==> src/rtl/spcd_pkg.sv <==
// Shared types and constants of the spectrum peak column decimator.
package spcd_pkg;

   localparam int MAX_BINS  = 4096;
   localparam int LEVEL_W   = 16;
   localparam int IDX_W     = 12;
   localparam int CNT_W     = 13;
   localparam int XY_W      = 17;
   localparam int CSR_IDX_W = 3;
   localparam int CSR_DAT_W = 16;
   localparam int DIV_NUM_W = 35;
   localparam int DIV_DEN_W = 18;
   localparam int DIV_CNT_W = 6;

   typedef enum logic [CSR_IDX_W-1:0] {
      CSR_BIN_COUNT  = 3'd0,
      CSR_WIDTH_PX   = 3'd1,
      CSR_HEIGHT_PX  = 3'd2,
      CSR_ORIGIN_X   = 3'd3,
      CSR_ORIGIN_Y   = 3'd4,
      CSR_FLOOR_DB   = 3'd5,
      CSR_CEILING_DB = 3'd6
   } csr_index_type;

   typedef enum logic [2:0] {
      S_IDLE,
      S_MUL,
      S_EVAL,
      S_DIVX,
      S_DIVY,
      S_LOAD
   } state_type;

   typedef struct packed {
      logic capture;
      logic mul;
      logic advance;
      logic div_start;
      logic div_sel_y;
      logic take_x;
      logic take_y;
      logic load;
   } cmd_type;

   typedef struct packed {
      logic ends;
      logic div_done;
      logic out_free;
   } status_type;

endpackage

==> src/rtl/spcd_if.sv <==
// Stream interfaces of the bin input channel and the point result channel.
interface spcd_req_if;
   import spcd_pkg::*;
   logic                      valid;
   logic                      ready;
   logic signed [LEVEL_W-1:0] bin_level;
   modport source (output valid, output bin_level, input ready);
   modport sink   (input valid, input bin_level, output ready);
endinterface

interface spcd_rsp_if;
   import spcd_pkg::*;
   logic                      valid;
   logic                      ready;
   logic [IDX_W-1:0]          column;
   logic [XY_W-1:0]           point_x;
   logic [XY_W-1:0]           point_y;
   logic signed [LEVEL_W-1:0] column_peak;
   logic                      frame_end;
   modport source (output valid, output column, output point_x, output point_y,
                   output column_peak, output frame_end, input ready);
   modport sink   (input valid, input column, input point_x, input point_y,
                   input column_peak, input frame_end, output ready);
endinterface

==> src/rtl/spectrum_peak_column_decimator_unit.sv <==
// Top level of the spectrum peak column decimator.
//
// Feed one spectrum bin level per beat on req_bus (valid/ready). Each frame
// of bin_count bins is folded into P = max(2, min(bin_count, width_px))
// display columns; neighboring columns share their boundary bin. A point
// beat on rsp_bus carries the column index, x and y in 1/16 pixel and the
// column peak; frame_end marks the last column.
// Settings are written on csr_we/csr_index/csr_data; write them only while
// the block is idle.
// A bin that does not close a column passes accept, multiply and bucket-end
// compare; a closing bin adds two passes of the shared bit-serial divider
// (x, then y) plus a load. A new bin waits until the last is through.
// The point appears in the output register in the cycle after the load.
// A stalled receiver holds the output register; the block keeps taking
// bins and only waits at the load of the next point.
// Reset: settings return to their defaults, the frame restarts at bin 0,
// column 0, and the output register empties.
module spectrum_peak_column_decimator_unit
   import spcd_pkg::*;
(
   input  logic                 clock,
   input  logic                 reset,
   spcd_req_if.sink             req_bus,
   spcd_rsp_if.source           rsp_bus,
   input  logic                 csr_we,
   input  logic [CSR_IDX_W-1:0] csr_index,
   input  logic [CSR_DAT_W-1:0] csr_data
);

   cmd_type    cmd;
   status_type status;
   logic       ready;

   // Sequence each beat through multiply and compare, a closing beat also through divide and load.
   spcd_ctrl u_ctrl (
      .clock     (clock),
      .reset     (reset),
      .req_valid (req_bus.valid),
      .req_ready (ready),
      .status    (status),
      .cmd       (cmd)
   );

   assign req_bus.ready = ready;

   spcd_datapath u_dp (
      .clock     (clock),
      .reset     (reset),
      .csr_we    (csr_we),
      .csr_index (csr_index),
      .csr_data  (csr_data),
      .bin_level (req_bus.bin_level),
      .cmd       (cmd),
      .status    (status),
      .rsp       (rsp_bus)
   );

endmodule

==> src/rtl/spcd_divider.sv <==
// Restoring radix-2 divider, one quotient bit per cycle.
module spcd_divider
   import spcd_pkg::*;
(
   input  logic                 clock,
   input  logic                 reset,
   input  logic                 start,
   input  logic [DIV_NUM_W-1:0] num,
   input  logic [DIV_DEN_W-1:0] den,
   output logic                 done,
   output logic [DIV_NUM_W-1:0] quot
);

   logic                 busy_ff, busy_in;
   logic                 done_ff, done_in;
   logic [DIV_CNT_W-1:0] cnt_ff, cnt_in;
   logic [DIV_DEN_W-1:0] den_ff, den_in;
   logic [DIV_DEN_W-1:0] rem_ff, rem_in;
   logic [DIV_NUM_W-1:0] quo_ff, quo_in;
   logic [DIV_DEN_W:0]   rem_shift;
   logic [DIV_DEN_W:0]   rem_diff;

   assign rem_shift = {rem_ff, quo_ff[DIV_NUM_W-1]};
   assign rem_diff  = rem_shift - {1'b0, den_ff};

   always_comb begin
      busy_in = busy_ff;
      done_in = 1'b0;
      cnt_in  = cnt_ff;
      den_in  = den_ff;
      rem_in  = rem_ff;
      quo_in  = quo_ff;
      if (start) begin
         busy_in = 1'b1;
         cnt_in  = DIV_CNT_W'(DIV_NUM_W - 1);
         den_in  = den;
         rem_in  = '0;
         quo_in  = num;
      end else if (busy_ff) begin
         if (rem_shift >= {1'b0, den_ff}) begin
            rem_in = rem_diff[DIV_DEN_W-1:0];
            quo_in = {quo_ff[DIV_NUM_W-2:0], 1'b1};
         end else begin
            rem_in = rem_shift[DIV_DEN_W-1:0];
            quo_in = {quo_ff[DIV_NUM_W-2:0], 1'b0};
         end
         cnt_in = cnt_ff - DIV_CNT_W'(1);
         if (cnt_ff == '0) begin
            busy_in = 1'b0;
            done_in = 1'b1;
         end
      end
   end

   always_ff @(posedge clock) begin
      if (reset) begin
         busy_ff <= 1'b0;
         done_ff <= 1'b0;
      end else begin
         busy_ff <= busy_in;
         done_ff <= done_in;
      end
      cnt_ff <= cnt_in;
      den_ff <= den_in;
      rem_ff <= rem_in;
      quo_ff <= quo_in;
   end

   assign done = done_ff;
   assign quot = quo_ff;

endmodule

==> src/rtl/spcd_datapath.sv <==
// Datapath: settings, frame counters, products, divider and result register.
module spcd_datapath
   import spcd_pkg::*;
(
   input  logic                  clock,
   input  logic                  reset,
   input  logic                  csr_we,
   input  logic [CSR_IDX_W-1:0]  csr_index,
   input  logic [CSR_DAT_W-1:0]  csr_data,
   input  logic signed [LEVEL_W-1:0] bin_level,
   input  cmd_type               cmd,
   output status_type            status,
   spcd_rsp_if.source            rsp
);

   logic [CNT_W-1:0]          bin_count_ff, width_ff, height_ff;
   logic [IDX_W-1:0]          origin_x_ff, origin_y_ff;
   logic signed [LEVEL_W-1:0] floor_ff, ceil_ff;

   always_ff @(posedge clock) begin
      if (reset) begin
         bin_count_ff <= CNT_W'(1024);
         width_ff     <= CNT_W'(1024);
         height_ff    <= CNT_W'(256);
         origin_x_ff  <= '0;
         origin_y_ff  <= '0;
         floor_ff     <= -16'sd15360;
         ceil_ff      <= '0;
      end else if (csr_we) begin
         case (csr_index_type'(csr_index))
            CSR_BIN_COUNT:  bin_count_ff <= csr_data[CNT_W-1:0];
            CSR_WIDTH_PX:   width_ff     <= csr_data[CNT_W-1:0];
            CSR_HEIGHT_PX:  height_ff    <= csr_data[CNT_W-1:0];
            CSR_ORIGIN_X:   origin_x_ff  <= csr_data[IDX_W-1:0];
            CSR_ORIGIN_Y:   origin_y_ff  <= csr_data[IDX_W-1:0];
            CSR_FLOOR_DB:   floor_ff     <= csr_data;
            CSR_CEILING_DB: ceil_ff      <= csr_data;
            default: ;
         endcase
      end
   end

   // Derived frame geometry.
   logic [CNT_W-1:0] nb, npw, np;
   logic [IDX_W-1:0] nbm1, npm1;
   logic [CNT_W-1:0] span2;

   always_comb begin
      if (bin_count_ff < CNT_W'(2))
         nb = CNT_W'(2);
      else if (bin_count_ff > CNT_W'(MAX_BINS))
         nb = CNT_W'(MAX_BINS);
      else
         nb = bin_count_ff;
      npw  = (width_ff < nb) ? width_ff : nb;
      np   = (npw < CNT_W'(2)) ? CNT_W'(2) : npw;
      nbm1 = IDX_W'(nb - CNT_W'(1));
      npm1 = IDX_W'(np - CNT_W'(1));
      span2 = {npm1, 1'b0};
   end

   // Frame state.
   logic [IDX_W-1:0]          bin_ff, col_ff;
   logic signed [LEVEL_W-1:0] run_ff, level_ff;

   logic signed [LEVEL_W-1:0] peak, p_clamp;
   logic                      range_ok, last_c;
   logic [IDX_W-1:0]          c_eff;
   logic [LEVEL_W:0]          diff17, d17;
   logic [CNT_W-1:0]          binp1;

   always_comb begin
      peak     = (level_ff > run_ff) ? level_ff : run_ff;
      range_ok = ceil_ff > floor_ff;
      if (peak < floor_ff)
         p_clamp = floor_ff;
      else if (peak > ceil_ff)
         p_clamp = ceil_ff;
      else
         p_clamp = peak;
      diff17 = {ceil_ff[LEVEL_W-1], ceil_ff} - {p_clamp[LEVEL_W-1], p_clamp};
      d17    = {ceil_ff[LEVEL_W-1], ceil_ff} - {floor_ff[LEVEL_W-1], floor_ff};
      last_c = col_ff >= npm1;
      c_eff  = last_c ? npm1 : col_ff;
      binp1  = {1'b0, bin_ff} + CNT_W'(1);
   end

   logic [25:0]               prod_span_ff, prod_bnd_ff;
   logic [24:0]               prod_cw_ff;
   logic [28:0]               prod_hd_ff;
   logic                      last_ff, bin_end_ff;
   logic signed [LEVEL_W-1:0] peak_ff;
   logic [IDX_W-1:0]          c_eff_ff;

   // Hold products for the bucket-end test and the two numerators.
   always_ff @(posedge clock) begin
      if (cmd.capture)
         level_ff <= bin_level;
      if (cmd.mul) begin
         prod_span_ff <= 26'(span2) * 26'(binp1);
         prod_bnd_ff  <= 26'({col_ff, 1'b1}) * 26'(nbm1);
         prod_cw_ff   <= 25'(c_eff) * 25'(width_ff);
         prod_hd_ff   <= 29'(height_ff) * 29'(diff17[LEVEL_W-1:0]);
         last_ff      <= last_c;
         bin_end_ff   <= bin_ff >= nbm1;
         peak_ff      <= peak;
         c_eff_ff     <= c_eff;
      end
   end

   always_ff @(posedge clock) begin
      if (reset) begin
         bin_ff <= '0;
         col_ff <= '0;
         run_ff <= {1'b1, {(LEVEL_W-1){1'b0}}};
      end else if (cmd.advance) begin
         run_ff <= peak_ff;
         bin_ff <= bin_ff + IDX_W'(1);
      end else if (cmd.load) begin
         if (last_ff) begin
            bin_ff <= '0;
            col_ff <= '0;
            run_ff <= {1'b1, {(LEVEL_W-1){1'b0}}};
         end else begin
            run_ff <= level_ff;
            col_ff <= col_ff + IDX_W'(1);
            bin_ff <= bin_ff + IDX_W'(1);
         end
      end
   end

   // Shared divider for both coordinates.
   logic [DIV_NUM_W-1:0] div_num, div_quot;
   logic [DIV_DEN_W-1:0] div_den;
   logic                 div_done;

   always_comb begin
      if (cmd.div_sel_y) begin
         div_num = DIV_NUM_W'({prod_hd_ff, 5'b0}) + DIV_NUM_W'(d17[LEVEL_W-1:0]);
         div_den = DIV_DEN_W'({d17[LEVEL_W-1:0], 1'b0});
      end else begin
         div_num = DIV_NUM_W'({prod_cw_ff, 5'b0}) + DIV_NUM_W'(npm1);
         div_den = DIV_DEN_W'(span2);
      end
   end

   spcd_divider u_div (
      .clock (clock),
      .reset (reset),
      .start (cmd.div_start),
      .num   (div_num),
      .den   (div_den),
      .done  (div_done),
      .quot  (div_quot)
   );

   logic [DIV_DEN_W-1:0] qx_ff, qy_ff;

   always_ff @(posedge clock) begin
      if (cmd.take_x)
         qx_ff <= div_quot[DIV_DEN_W-1:0];
      if (cmd.take_y)
         qy_ff <= div_quot[DIV_DEN_W-1:0];
   end

   // Offset and saturate coordinates.
   logic [XY_W+1:0] x_sum, y_sum;
   logic [XY_W-1:0] x_sat, y_sat;

   always_comb begin
      x_sum = (XY_W+2)'({origin_x_ff, 4'b0}) + (XY_W+2)'(qx_ff);
      if (range_ok)
         y_sum = (XY_W+2)'({origin_y_ff, 4'b0}) + (XY_W+2)'(qy_ff);
      else
         y_sum = (XY_W+2)'({origin_y_ff, 4'b0}) + (XY_W+2)'({height_ff, 4'b0});
      x_sat = (x_sum > (XY_W+2)'({XY_W{1'b1}})) ? {XY_W{1'b1}} : x_sum[XY_W-1:0];
      y_sat = (y_sum > (XY_W+2)'({XY_W{1'b1}})) ? {XY_W{1'b1}} : y_sum[XY_W-1:0];
   end

   logic                      rsp_valid_ff;
   logic [IDX_W-1:0]          rsp_col_ff;
   logic [XY_W-1:0]           rsp_x_ff, rsp_y_ff;
   logic signed [LEVEL_W-1:0] rsp_peak_ff;
   logic                      rsp_end_ff;

   always_ff @(posedge clock) begin
      if (reset)
         rsp_valid_ff <= 1'b0;
      else if (cmd.load)
         rsp_valid_ff <= 1'b1;
      else if (rsp.ready)
         rsp_valid_ff <= 1'b0;
      if (cmd.load) begin
         rsp_col_ff  <= c_eff_ff;
         rsp_x_ff    <= x_sat;
         rsp_y_ff    <= y_sat;
         rsp_peak_ff <= peak_ff;
         rsp_end_ff  <= last_ff;
      end
   end

   assign rsp.valid       = rsp_valid_ff;
   assign rsp.column      = rsp_col_ff;
   assign rsp.point_x     = rsp_x_ff;
   assign rsp.point_y     = rsp_y_ff;
   assign rsp.column_peak = rsp_peak_ff;
   assign rsp.frame_end   = rsp_end_ff;

   assign status.ends     = last_ff ? bin_end_ff : (prod_span_ff > prod_bnd_ff);
   assign status.div_done = div_done;
   assign status.out_free = !rsp_valid_ff || rsp.ready;

endmodule

==> src/rtl/spcd_ctrl.sv <==
// Controller state machine sequencing one bin through the datapath.
module spcd_ctrl
   import spcd_pkg::*;
(
   input  logic       clock,
   input  logic       reset,
   input  logic       req_valid,
   output logic       req_ready,
   input  status_type status,
   output cmd_type    cmd
);

   state_type state_ff, state_in;

   always_ff @(posedge clock) begin
      if (reset)
         state_ff <= S_IDLE;
      else
         state_ff <= state_in;
   end

   always_comb begin
      state_in  = state_ff;
      cmd       = '0;
      req_ready = 1'b0;
      case (state_ff)
         S_IDLE: begin
            req_ready = 1'b1;
            if (req_valid) begin
               cmd.capture = 1'b1;
               state_in    = S_MUL;
            end
         end
         S_MUL: begin
            cmd.mul  = 1'b1;
            state_in = S_EVAL;
         end
         S_EVAL: begin
            if (status.ends) begin
               cmd.div_start = 1'b1;
               state_in      = S_DIVX;
            end else begin
               cmd.advance = 1'b1;
               state_in    = S_IDLE;
            end
         end
         S_DIVX: begin
            if (status.div_done) begin
               cmd.take_x    = 1'b1;
               cmd.div_start = 1'b1;
               cmd.div_sel_y = 1'b1;
               state_in      = S_DIVY;
            end
         end
         S_DIVY: begin
            cmd.div_sel_y = 1'b1;
            if (status.div_done) begin
               cmd.take_y = 1'b1;
               state_in   = S_LOAD;
            end
         end
         S_LOAD: begin
            if (status.out_free) begin
               cmd.load = 1'b1;
               state_in = S_IDLE;
            end
         end
         default: state_in = S_IDLE;
      endcase
   end

`ifndef SYNTHESIS
   a_load_free: assert property (@(posedge clock) disable iff (reset)
      cmd.load |-> status.out_free)
      else $error("result loaded over a pending beat");
   a_accept_mul: assert property (@(posedge clock) disable iff (reset)
      (req_valid && req_ready) |=> (state_ff == S_MUL))
      else $error("accepted beat not sent to the multiply step");
   a_take_done: assert property (@(posedge clock) disable iff (reset)
      (cmd.take_x || cmd.take_y) |-> status.div_done)
      else $error("quotient taken before divider finished");
`endif

endmodule
==> src/flat_wrapper.sv <==
// flat-port wrapper written by rule: the top's interface ports become plain ports
module spectrum_peak_column_decimator_unit_flat import spcd_pkg::*;
  (clock, reset, csr_we, csr_index, csr_data, req_bus_valid, req_bus_bin_level, req_bus_ready, rsp_bus_valid, rsp_bus_column, rsp_bus_point_x, rsp_bus_point_y, rsp_bus_column_peak, rsp_bus_frame_end, rsp_bus_ready);
  spcd_req_if req_bus_i ();
  spcd_rsp_if rsp_bus_i ();
  input  logic clock;
  input  logic reset;
  input  logic csr_we;
  input  logic [CSR_IDX_W-1:0] csr_index;
  input  logic [CSR_DAT_W-1:0] csr_data;
  input wire logic [$bits(req_bus_i.valid)-1:0] req_bus_valid;
  input wire logic [$bits(req_bus_i.bin_level)-1:0] req_bus_bin_level;
  output wire logic [$bits(req_bus_i.ready)-1:0] req_bus_ready;
  output wire logic [$bits(rsp_bus_i.valid)-1:0] rsp_bus_valid;
  output wire logic [$bits(rsp_bus_i.column)-1:0] rsp_bus_column;
  output wire logic [$bits(rsp_bus_i.point_x)-1:0] rsp_bus_point_x;
  output wire logic [$bits(rsp_bus_i.point_y)-1:0] rsp_bus_point_y;
  output wire logic [$bits(rsp_bus_i.column_peak)-1:0] rsp_bus_column_peak;
  output wire logic [$bits(rsp_bus_i.frame_end)-1:0] rsp_bus_frame_end;
  input wire logic [$bits(rsp_bus_i.ready)-1:0] rsp_bus_ready;
  assign req_bus_i.valid = req_bus_valid;
  assign req_bus_i.bin_level = req_bus_bin_level;
  assign req_bus_ready = req_bus_i.ready;
  assign rsp_bus_valid = rsp_bus_i.valid;
  assign rsp_bus_column = rsp_bus_i.column;
  assign rsp_bus_point_x = rsp_bus_i.point_x;
  assign rsp_bus_point_y = rsp_bus_i.point_y;
  assign rsp_bus_column_peak = rsp_bus_i.column_peak;
  assign rsp_bus_frame_end = rsp_bus_i.frame_end;
  assign rsp_bus_i.ready = rsp_bus_ready;
  spectrum_peak_column_decimator_unit u_core (.clock(clock), .reset(reset), .req_bus(req_bus_i), .rsp_bus(rsp_bus_i), .csr_we(csr_we), .csr_index(csr_index), .csr_data(csr_data));
endmodule
==> config.mk <==
export PLATFORM = sky130hd
export DESIGN_NAME = spectrum_peak_column_decimator_unit_flat
export DESIGN_NICKNAME = d
export VERILOG_FILES = /design/src/rtl/spcd_pkg.sv /design/src/rtl/spcd_if.sv /design/src/rtl/spectrum_peak_column_decimator_unit.sv /design/src/rtl/spcd_divider.sv /design/src/rtl/spcd_datapath.sv /design/src/rtl/spcd_ctrl.sv /design/src/flat_wrapper.sv
export SDC_FILE = /design/constraint.sdc
export NUM_CORES = 2
export LEC_CHECK = 0
export ABC_AREA = 1
export BUFFER_PORTS_ARGS = -buffer_cell sky130_fd_sc_hd__clkbuf_2
export CAP_MARGIN = 25
export CORE_UTILIZATION = 35
export CTS_CLUSTER_DIAMETER = 40
export DETAILED_ROUTE_END_ITERATION = 10
export SYNTH_ARGS = -nofsm -noshare
export SYNTH_HDL_FRONTEND = slang
export SYNTH_SLANG_ARGS = --single-unit
==> constraint.sdc <==
create_clock -name clock -period 9.8 [get_ports clock]
set_clock_uncertainty 0.1 [all_clocks]
set_input_delay 1.47 -clock clock [delete_from_list [all_inputs] [get_ports clock]]
set_output_delay 1.47 -clock clock [all_outputs]
set_load 0.03 [all_outputs]
==> metrics.md <==
| Metric | Value |
|---|---|
| Worst skew pair latency | `about 700 ps` |
| Buffers on Ports | `about 100` |
| Routability cong. | `~0.94` |
| Dpl ws | `-701 ps` |
| Status | `finished with violations` |
| Site Rows | `~130` |
| Synth top area cells | `fa_1 (21%), edfxtp_1 (20%), ha_1 (13%), inv_1 (8.3%), nand2_1 (8.1%)` |
| CP Capture Type | `register` |
| Register Area | `approximately 0.012 sq mm` |
| Worst EP required | `between 10000 and 15000 ps` |
| DP Wirelength | `~110000 um` |
| Final nets | `around 6900` |
| Layout cell share with drive strength beyond 1 | `between 10% and 20%` |
| Worst hold margin | `310 ps` |
| Post-synth EDFFs | `300` |
| Seq/Total Area, Yosys | `26.8%` |
| Die Span Y | `about 360 um` |
| Root buffer cell | `clkbuf_16` |
| Worst-path fanout max | `6` |
| Synth top cells by count | `inv_1 (1017), nand2_1 (994), fa_1 (492), nor2_1 (487), ha_1 (477)` |
| Boundary Pins | `about 110` |
| Pin count of the biggest net entering global routing | `72` |
| Failing checks | `negative setup slack` |
| Critical path's largest stage delay | `between 500 and 600 ps` |
| Clock slew at reported path FFs | `around 60 ps` |
| Setup ws final | `-253 ps` |
| Syn_nets | `approximately 6400` |
| Fin. Hold Viols | `0` |
| CTS max path bufs | `3` |
| MaxCap Viol Count | `0` |
| Die Area | `about 0.13 sq mm` |
| Least-Margin Pin Slew | `1050 ps` |
| Asr flop ratio synth | `0%` |
| Gate Count Post-Synth | `between 5000 and 6000` |
| Chip width | `about 360 um` |
| Synth cell types | `between 60 and 70` |
| Synth Flop Type | `edfxtp_1` |
| Number of detailed-route iterations in the first pass | `6` |
| Final antenna-violating net count | `0` |
| Global route overflow | `0` |
| H-Tree Depth | `3` |
| Vias in the first global route | `roughly 39000` |
| Syn. warnings | `0` |
| Initial core utilization | `between 30% and 40%` |
| Number of CTS-inserted buffers | `roughly 90` |
| Post-Route WL | `about 140000 um` |
| Period minus WS final | `just over 10000 ps` |
| Cell with the most instances after synthesis | `inv_1` |
| Arr. time, crit path | `10390 ps` |
| DRT iter0 DRCs | `2797` |
| GRT Resource Usage Total | `between 20% and 30%` |
| Setup TNS Final | `-1680 ps` |
| CTS tree | `yes` |
| Post-synth top area share | `21.4%` |
| Residual DRC | `0` |
| Max Slew Vio Count | `0` |
| Syn_area_per_cell | `approximately 8.5 sq um` |
| Footprint of the multi-input gates | `0.0312 sq mm` |
| Most used cell, CP | `nand2_1` |
| Core footprint | `approximately 0.13 sq mm` |
| # fillers | `12600` |
| Final setup vio count | `12` |
| Final worst path period share | `103%` |
| Slowest stage cell on the critical path | `fa_1` |
| Routed len/inst | `between 15 and 20 um` |
| CP Class | `reg -> reg` |
| First-pass GRT wire length | `about 220000 um` |
| Worst Hold Class | `reg -> reg` |
| CTS sink count | `around 470` |
| Setup crit start kind | `register` |
| Synthesis-to-layout area growth | `24.0%` |
| Synth Register Bits | `around 470` |
| RSZ-0062 raised after global routing | `yes` |
| Slew headroom | `between 20 and 30%` |
| Vias per inst | `~5` |
| Fmax | `99.5 MHz` |
| DR vias | `around 38000` |
| Initial antenna violation count | `9` |
| Post-Syn Area | `approximately 0.046 sq mm` |
| Post-synth top area cell | `fa_1` |
## layout by cell type, fill, tap and decap left out, types with 36 or more instances in the layout
cell type | netlist | final
inv_1 | 1017 | 978
nand2_1 | 994 | 925
fa_1 | 492 | 484
nor2_1 | 487 | 448
ha_1 | 477 | 426
buf_4 | 1 | 420
edfxtp_1 | 300 | 300
a21oi_1 | 348 | 295
o21ai_0 | 258 | 221
dfxtp_1 | 165 | 165
nand3_1 | 149 | 132
xor2_1 | 115 | 110
clkbuf_2 | 0 | 104
clkbuf_16 | 0 | 93
nand2_2 | 11 | 65
xnor2_1 | 62 | 59
ha_4 | 0 | 48
inv_2 | 16 | 44
nor3_1 | 52 | 43
o211ai_1 | 36 | 36
## area by class of cell
type / count / area share (%)
multi-input cells: 3730 / 54.8
flip-flops and latches: 465 / 21.6
repair buffers: 562 / 7.38
inverters: 1044 / 6.93
clock buffers: 103 / 4.19
well taps: 1742 / 3.82
clock inverters: 64 / 1.23
repair inverters: 2 / 0.0263
diodes: 3 / 0.0132
## sequential cells by signal (all words and copies together), names as in the netlist, 13 cells and up
name                         count
u_core.u_dp.prod_bnd_ff         25
u_core.u_dp.qy_ff               18
u_core.u_dp.ceil_ff             16
u_core.u_dp.u_div.quot          35
u_core.u_dp.level_ff            16
u_core.u_dp.run_ff              16
u_core.u_dp.floor_ff            16
u_core.u_dp.qx_ff               18
u_core.u_dp.prod_hd_ff          29
u_core.u_dp.u_div.den_ff        16
u_core.u_dp.prod_cw_ff          25
u_core.u_dp.u_div.rem_ff        18
u_core.u_dp.rsp.column_peak     16
u_core.u_dp.rsp.point_y         17
u_core.u_dp.height_ff           13
u_core.u_dp.prod_span_ff        25
u_core.u_dp.rsp.point_x         17
u_core.u_dp.width_ff            13
u_core.u_dp.peak_ff             16
u_core.u_dp.bin_count_ff        13
## worst max-delay path, delay by kind of cell (launching register included)
kind / cells / cell delay, ps
compound gates: 16 / 2450
xor+xnor: 2 / 310
fa+ha+maj: 9 / 3490
buf+inv: 13 / 1340
flops: 1 / 410
simple gates: 21 / 1710
## cells by family after synthesis
logic type	synth area share (%)
buf+inv	9.87
fa+ha+maj	34.4
simple gates	15.8
xor+xnor	3.41
mux	0.0245
flops	26.8
compound gates	9.71
## stage by stage
step	area, sq um	util (%)	cells
detailed placement	51200	39.5	7485
floorplan	46100	-	5387
finish	57000	43.9	7715
CTS	55300	42.6	7675
global route	57000	43.9	7713
global placement	51200	39.5	7485
## per-layer routing
layer	GRT usage [%]	wire, um	up-vias
met5	0	34	-
met4	7.08	4980	4
met3	3.43	8770	257
met2	35.8	67300	1131
met1	29.5	63800	18800
li1	-	-	18200
## worst paths after layout
path | startpoint | to | slack (ps) | cells after the start
worst max-delay path | u_core.u_dp.level_ff[9] | u_core.u_dp.prod_hd_ff[26] | -250 | 61
worst min-delay path | u_core.u_dp.c_eff_ff[8] | u_core.u_dp.rsp.column[8] | 310 | 0
worst max register to register | u_core.u_dp.level_ff[9] | u_core.u_dp.prod_hd_ff[26] | -250 | 61
worst min register to register | u_core.u_dp.c_eff_ff[8] | u_core.u_dp.rsp.column[8] | 310 | 0
## what timing repair did
item	CTS	global route
gates resized for setup	176	309
hold buffers	0	0
gates cloned	5	2
setup buffers	21	38
pin swaps	79	189
setup endpoints to repair	24	39
Power is not shown: default switching activity piles up to over one toggle a cycle in this logic, so the estimate is an artifact.
